## config.mk

```make
export PLATFORM = sky130hd
export DESIGN_NAME = leh_front
export DESIGN_NICKNAME = d
export VERILOG_FILES = /design/src/leh_pkg.sv /design/src/leh_front.sv
export SDC_FILE = /design/constraint.sdc
export NUM_CORES = 1
export LEC_CHECK = 0
export ABC_AREA = 1
export BUFFER_PORTS_ARGS = -buffer_cell sky130_fd_sc_hd__buf_2
export CAP_MARGIN = 20
export CORE_MARGIN = 2
export CORE_UTILIZATION = 55
export DETAILED_ROUTE_END_ITERATION = 10
export PLACE_DENSITY_LB_ADDON = 0.15
export SETUP_SLACK_MARGIN = 0.02
export SYNTH_ARGS = -nofsm -noshare
export SYNTH_HDL_FRONTEND = slang
export SYNTH_SLANG_ARGS = --single-unit
```

## constraint.sdc

```tcl
create_clock -name clock -period 3.3 [get_ports clock]
set_input_delay 0.33 -clock clock [delete_from_list [all_inputs] [get_ports clock]]
set_output_delay 0.33 -clock clock [all_outputs]
set_load 0.01 [all_outputs]
```

## src/leh_pkg.sv

```systemverilog
// Shared constants and types of the line editor with history.
package leh_pkg;

   localparam int HIST_LINES = 16;
   localparam int LINE_LEN   = 64;
   localparam int HIST_W     = $clog2(HIST_LINES);
   localparam int COL_W      = $clog2(LINE_LEN) > 0 ? $clog2(LINE_LEN) : 1;
   localparam int ADDR_W     = HIST_W + COL_W;
   localparam int MEM_DEPTH  = HIST_LINES * LINE_LEN;
   localparam int POS_W      = 7;
   localparam int CHAR_W     = 8;
   localparam int QUEUE_DEPTH = 2;
   localparam int QPTR_W     = 1;

   localparam logic [CHAR_W-1:0] KEY_SPACE = 8'h20;

   typedef enum logic [2:0] {
      KIND_INSERT = 3'd0,
      KIND_BACKSPACE = 3'd1,
      KIND_DELETE = 3'd2,
      KIND_LEFT = 3'd3,
      KIND_RIGHT = 3'd4,
      KIND_UP = 3'd5,
      KIND_DOWN = 3'd6,
      KIND_ENTER = 3'd7
   } kind_type;

   // One classified event between front and back.
   typedef struct packed {
      kind_type          kind;
      logic [CHAR_W-1:0] key_char;
      logic              null_char;
      logic              space_char;
   } event_type;

endpackage

```

## src/leh_front.sv

```systemverilog
// Front end: accepts key events, classifies them and queues them.
module leh_front (
   input  logic                clock,
   input  logic                reset,
   input  logic                start,
   output logic                busy,
   input  logic [2:0]          req_kind,
   input  logic [7:0]          req_key_char,
   output logic                ev_valid,
   output leh_pkg::event_type  ev_data,
   input  logic                ev_take
);
   import leh_pkg::*;

   event_type           q_ff [QUEUE_DEPTH];
   logic [QPTR_W-1:0]   wr_ff, wr_in, rd_ff, rd_in;
   logic [QPTR_W:0]     cnt_ff, cnt_in;
   logic                push;
   event_type           ev_new;

   // Classify the incoming event.
   always_comb begin
      ev_new.kind       = kind_type'(req_kind);
      ev_new.key_char   = req_key_char;
      ev_new.null_char  = (req_key_char == '0);
      ev_new.space_char = (req_key_char == KEY_SPACE);
   end

   assign busy     = (cnt_ff == (QPTR_W+1)'(QUEUE_DEPTH)) ? 1'b1 : 1'b0;
   assign push     = start && !busy;
   assign ev_valid = (cnt_ff != '0);
   assign ev_data  = q_ff[rd_ff];

   // Advance queue pointers.
   always_comb begin
      wr_in  = push ? wr_ff + 1'b1 : wr_ff;
      rd_in  = ev_take ? rd_ff + 1'b1 : rd_ff;
      cnt_in = cnt_ff + (QPTR_W+1)'(push) - (QPTR_W+1)'(ev_take);
   end

   always_ff @(posedge clock) begin
      if (reset) begin
         wr_ff  <= '0;
         rd_ff  <= '0;
         cnt_ff <= '0;
      end else begin
         wr_ff  <= wr_in;
         rd_ff  <= rd_in;
         cnt_ff <= cnt_in;
      end
      if (push) begin
         q_ff[wr_ff] <= ev_new;
      end
   end
endmodule

```

==> results of run 1 <==
layer usage:
layer | vias to the layer above | global-route usage
met5 | - | 0
met2 | 24 | 0.2372
met3 | 5 | 0.07759
li1 | 357 | -
met1 | 314 | 0.1804
met4 | 0 | 0.09211
cell families (layout without fill, tap and decap cells):
logic type / Yosys count / count (layout) / synth area share
AOI/OAI and AO/OA: 2 / 2 / 0.008024
xor gates and xnor gates: 1 / 1 / 0.007022
adders and majority gates: 2 / 2 / 0.02006
buffers and inverters: 11 / 47 / 0.03912
DFF: 31 / 31 / 0.7061
muxes: 13 / 13 / 0.1474
and+or+nand+nor: 22 / 22 / 0.07221
worst max-delay path by stage:
stage                              start                   end  slack, ns
global route                        flop           ev_data[10]       1.20
detailed placement  cnt_ff[0]$_SDFF_PP0_  q_ff[0][2]$_DFFE_PP_       1.51
global placement    cnt_ff[0]$_SDFF_PP0_  q_ff[0][5]$_DFFE_PP_       1.59
floorplan           cnt_ff[0]$_SDFF_PP0_  q_ff[0][0]$_DFFE_PP_       1.81
CTS                                 flop           ev_data[10]       1.25
finish                              flop           ev_data[10]       1.30
cells in the mapped netlist:
| cell | count | area share |
|---|---|---|
| xnor2_1 | 1 | 0.0070 |
| edfxtp_1 | 26 | 0.63 |
| nand3_1 | 2 | 0.0080 |
| inv_1 | 10 | 0.030 |
| ha_1 | 2 | 0.020 |
| mux2_4 | 10 | 0.12 |
| nand2_1 | 9 | 0.027 |
| buf_6 | 1 | 0.0090 |
| mux2_2 | 3 | 0.027 |
| nor3_1 | 1 | 0.0040 |
| dfxtp_1 | 5 | 0.080 |
| nor2_1 | 9 | 0.027 |
| nor3b_1 | 1 | 0.0060 |
| a21oi_1 | 2 | 0.0080 |
power breakdown:
| group | total, mW | leakage (nW) | internal [mW] | switching [mW] |
|---|---|---|---|---|
| sequential | 0.483 | 0.287 | 0.465 | 0.0178 |
| clock | 0.216 | 0.0329 | 0.102 | 0.114 |
| combinational | 0.139 | 0.318 | 0.0689 | 0.0704 |
| total | 0.838 | 0.638 | 0.636 | 0.203 |
flip-flops by register name, summed over array words and instances, names as in the netlist, named ones only:
register  cells
cnt_ff        2
q_ff         26
wr_ff         1
rd_ff         1
area by class of cell:
class	count	area, um^2
Sequential cell	31	880.8
Fill cell	174	694.4
Multi-Input combinational cell	40	317.8
Timing Repair Buffer	29	145.1
Clock buffer	7	55.05
Inverter	10	37.54
Tap cell	28	35.03
Clock inverter	1	3.754
per-stage QoR:
step	area [um^2]	utilization	hold slack, ns	std cells	setup WS [ns]
4_1_cts	1475	0.6799	0.1849	146	1.252
6_report	1475	0.6799	0.1973	146	1.298
5_1_grt	1475	0.6799	0.1767	146	1.201
3_5_place_dp	1416	0.6528	0.5048	138	1.510
2_1_floorplan	1247	-	0.4012	82	1.813
3_3_place_gp	1416	0.6528	0.4928	138	1.591
cells in the final DEF (no fill, tap or decap):
cell type	n
buf_2	29
xnor2_1	1
clkbuf_1	1
clkbuf_4	5
clkinv_1	1
clkbuf_8	1
nor2_1	9
nor3b_1	1
mux2_2	3
nand3_1	2
a21oi_1	2
dfxtp_1	5
ha_1	2
nand2_1	9
edfxtp_1	26
mux2_4	10
inv_1	10
nor3_1	1
==> out/summary.txt, run 1 <==
Status: finished, final reports clean
DR top layer: met4
Critical path's largest stage delay: 0.81 ns
I/O Pins: 30
Met3 routed WL: 107 um
Detailed placer's ending HPWL: 1.261 mm
Critical Path AT: 1.67 ns
Seq/Total Area, Yosys: 0.7061
Layout overhead on the synthesized area: 18.25%
Deepest clock path buffer count: 2
Max FO, Critical Path: 13
Port bufs: 29
Metal2 WL: 856 um
Clk sink count: 31
Syn Nets: 99
Setup-failing EPs final: 0
Clock slew at reported path FFs: 0.08 ns
Initial cell density of the core: 0.5750
Worst-Margin Slew: 1.029 ns
Warning count from the yosys run: 0
Initial antenna violation count: 0
Nets: 134
Vias in the first global route: 648
All-Layer GR Usage: 0.1571
WP buf/inv: 1
Crit path cell chain: mux2_2, buf_2
Synth unique cells: 14
R2R Setup Slk: 1.53 ns
Peak supply drop: 0.3992 mV
Die height: 51.63 um
CP Launch Type: flop
CP Data Required Time: 2.97 ns
Post-route DRC: 0
RSZ-0062 raised after global routing: no
Worst hold path startpoint: req_kind[0]
Fin. Hold Viols: 0
Rows: 17
Die ar.: 2665 um^2
Post-Syn Area: 1247 um^2
Max Fclk: 0.4994 GHz
Post-CTS Hold Buffers: 0
Final GP Congestion: 0.6914
Core area: 2170 um^2
RR Endpoint: q_ff[0][7]$_DFFE_PP_
# diodes: 0
CTS tree: done
First-pass DRT Iterations: 4
Stages on the worst setup path: 2
Largest net degree at the start of global routing: 14
Vias: 700
Delay-heaviest family, CP: flip-flops
Setup bufs post-CTS: 0
Yosys reg bits: 31
Worst Hold Depth: 1
# resized after CTS: 0
P_leak: 0.6377 nW
Maxcap violations: 0
Worst Hold Class: input pin to flop
Setup TNS Final: 0 ns
Share of layout cells above drive strength 1: 0.4068
Hold EP: q_ff[1][10]$_DFFE_PP_
Iter 0 DRT Violations: 17
Total CTS buffers: 5
Grt total ovfl: 0
Post-layout min period: 2.002 ns
Worst path slowest cell: dfxtp_1
Slew Viols, Final: 0
Post-Route M1 WL: 740 um
Power Density: 568.4 nW/um^2
FF-to-FF Start: cnt_ff[0]$_SDFF_PP0_
Final worst path period share: 0.6068
CTS H-tree lvls: 2
Cells after Synth: 82
CP endpoint kind: output port
First-pass GRT wire length: 2.753 mm
Root Buffer: clkbuf_4
CP Class: flop to output port
WL final: 1.737 mm
Total Power: 0.8385 mW
Clk_skew: 0.002850 ns
Post-DR wirelength/cell: 11.90 um
Slew HR: 0.3113
Die X: 51.63 um
Clk_lat worst skew: 0.32 ns
Vias/cell: 4.795
Syn Area/Cell: 15.21 um^2
R2R cell count: 4
ANT nets after route: 0
(Power assumes the default switching activity.)
==> run 2: changes to the inputs <==
- CORE_UTILIZATION: 55 -> 46
- clock period: 3.3 -> 1.7 ns (I/O delays scaled with it)
==> run 2 against run 1 <==
Worst setup slack worse by 1.1 ns. Critical path type unchanged. Largest power group unchanged. Highest routed layer unchanged. First-iteration DRC count is 35% lower. Global-route usage is 2.0 points lower.
==> out/summary.txt, run 2 (synthesis results as in run 1) <==
First-pass DRT Iterations: 4 (unchanged)
Switching share of power: 0.2473 (+0.005678)
Root Buffer: clkbuf_4
P_leak: 0.6523 nW (+2.3%)
Clk_skew: 0.005352 ns (+0.002502 ns)
CP Launch Type: flop
Slew HR: 0.6487 (+0.3375)
R2R Setup Slk: 0.21 ns (-1.32 ns)
Clk sink count: 31 (unchanged)
Layout overhead on the synthesized area: 20.36%
Clk_lat worst skew: 0.31 ns (about the same)
Switch Pwr: 0.3994 mW (+97%)
Most common cell after layout, fill and taps aside: buf_2
Max FO, Critical Path: 6 (-7)
Worst Hold Depth: 2 (+1)
Post-layout min period: 1.530 ns
Total CTS buffers: 5 (unchanged)
Fin. Hold Viols: 0 (unchanged)
Post-Place Cells: 144 (+4.3%)
Iter 0 DRT Violations: 11 (-6)
Most frequent cells in the layout: 29 x buf_2, 26 x edfxtp_1, 10 x mux2_4, 10 x inv_1, 9 x nor2_1
Worst-Margin Slew: 0.5263 ns (-0.5030 ns)
Setup-failing EPs final: 0 (unchanged)
Max Fclk: 0.6538 GHz
CP Data Required Time: 1.53 ns (-1.44 ns)
Final GP Congestion: 0.7373 (+6.6%)
Clock slew at reported path FFs: 0.08 ns (about the same)
Share of total power in the clock network: 0.237 (-0.021)
Power Density: 1076 nW/um^2 (+89%)
Most flop-heavy register: q_ff
Maxcap violations: 0 (unchanged)
All-Layer GR Usage: 0.1368 (-0.02029)
Worst hold path startpoint: reset
Die ar.: 3144 um^2 (+18%)
FF-to-FF Start: cnt_ff[0]$_SDFF_PP0_
Total Power: 1.615 mW (+93%)
I/O Pins: 30 (unchanged)
Vias in the first global route: 719 (+11%)
Slew Viols, Final: 0 (unchanged)
Status: finished, final reports clean
Final worst path period share: 0.8998
First-pass GRT wire length: 3.098 mm (+13%)
Vias/cell: 4.901 (+2.2%)
RSZ-0062 raised after global routing: no
CP Class: flop to output port
Post-DR wirelength/cell: 12.89 um (+8.3%)
Cell Area, Placed: 1449 um^2 (+2.3%)
Setup TNS Final: 0 ns (unchanged)
Die height: 56.08 um (+8.6%)
Deepest clock path buffer count: 2 (unchanged)
Top Registers: q_ff x26, cnt_ff x2
# fillers: 211 (+21%)
R2R cell count: 10 (+6)
Dpl ws: 0.1731 ns (-1.337 ns)
ANT nets after route: 0 (unchanged)
WL final: 1.959 mm (+13%)
Worst Hold Class: input pin to flop
Peak supply drop: 0.6371 mV (+60%)
Initial cell density of the core: 0.4945 (-0.08043)
# diodes: 0 (unchanged)
Grt total ovfl: 0 (unchanged)
Nets: 138 (+3.0%)
CTS H-tree lvls: 2 (unchanged)
Die X: 56.08 um (+8.6%)
Critical Path AT: 1.36 ns (-0.31 ns)
Post-route cell area: 1501 um^2 (+1.8%)
Port bufs: 29 (unchanged)
Rows: 18 (+1)
Detailed placer's ending HPWL: 1.469 mm (+16%)
Post-CTS Hold Buffers: 0 (unchanged)
Reg power frac: 0.576 (about the same)
Share of layout cells above drive strength 1: 0.4344 (+0.02765)
Largest net degree at the start of global routing: 14 (unchanged)
Core area: 2522 um^2 (+16%)
Internal power: 1.215 mW (+91%)
Vias: 745 (+6.4%)
Final WS setup: 0.1704 ns (-1.127 ns)
Final Non-Filler Cells: 152 (+4.1%)
Max reg flops: 26 (unchanged)
CP endpoint kind: output port
RR Endpoint: cnt_ff[1]$_SDFF_PP0_
Combinational Power Share: 0.188 (+0.022)
Post-route DRC: 0 (unchanged)
Initial antenna violation count: 0 (unchanged)
CTS tree: done
## run 2: cell types whose count changed in the layout (fill, tap and decap cells not counted)
cell,previous run,this run
buf_4,0,4
clkbuf_1,1,3
clkbuf_8,1,0
clkinv_1,1,0
dfxtp_1,5,4
dfxtp_2,0,1
nand2_1,9,8
nand2_2,0,1
## run 2: metal layers
layer / vias up / share of wire / global-route usage
li1: 362 / - / -
met1: 353 / 0.43 / 0.1507
met2: 25 / 0.50 / 0.2252
met3: 5 / 0.054 / 0.04884
met4: 0 / 0.019 / 0.08163
met5: - / 0 / 0
## run 2: repair_timing
| item | 4_1_cts | 5_1_grt |
|---|---|---|
| gates resized for setup | 0 | 2 |
| buffers inserted | 0 | 0 |
| endpoints found under the setup margin | 0 | 10 |
## run 2: area by class of cell
cell class	instances	area [um^2]	share of cell area
well taps	30	37.54	0.02500
clock buffers	8	48.80	0.03250
inverters	10	37.54	0.02500
flip-flops and latches	31	882.1	0.5875
multi-input cells	40	320.3	0.2133
repair buffers	33	175.2	0.1167
## run 2: how the worst max path moves through the flow
stage	cells past startpoint	to	start
CTS	3	ev_data[6]	flop
global route	10	cnt_ff[1]$_SDFF_PP0_	cnt_ff[0]$_SDFF_PP0_
detailed placement	10	cnt_ff[1]$_SDFF_PP0_	cnt_ff[0]$_SDFF_PP0_
global placement	10	cnt_ff[1]$_SDFF_PP0_	cnt_ff[0]$_SDFF_PP0_
floorplan	4	q_ff[0][0]$_DFFE_PP_	cnt_ff[0]$_SDFF_PP0_
finish	3	ev_data[6]	flop
## run 2: worst max-delay path: stages, from the launching register on
cell and delay [ns]:
dfxtp_2 0.41, buf_4 0.19, mux2_4 0.31, buf_2 0.14
## run 2: power by group through the flow
stage          logic, mW  clock network (mW)  registers (mW)
2_1_floorplan      0.194                   0           0.937
3_3_place_gp       0.297                   0           0.942
3_5_place_dp       0.305                   0           0.946
4_1_cts            0.306               0.398           0.929
5_1_grt            0.336               0.428           0.935
6_report           0.303               0.382           0.930
## run 2: metrics by stage
| stage | hold slack [ns] | util |
|---|---|---|
| after global routing | 0.03231 | 0.5952 |
| after CTS | 0.03542 | 0.5938 |
| after floorplan | 0.2412 | - |
| after global placement | 0.3610 | 0.5744 |
| after detailed placement | 0.3679 | 0.5744 |
| final | 0.05123 | 0.5952 |
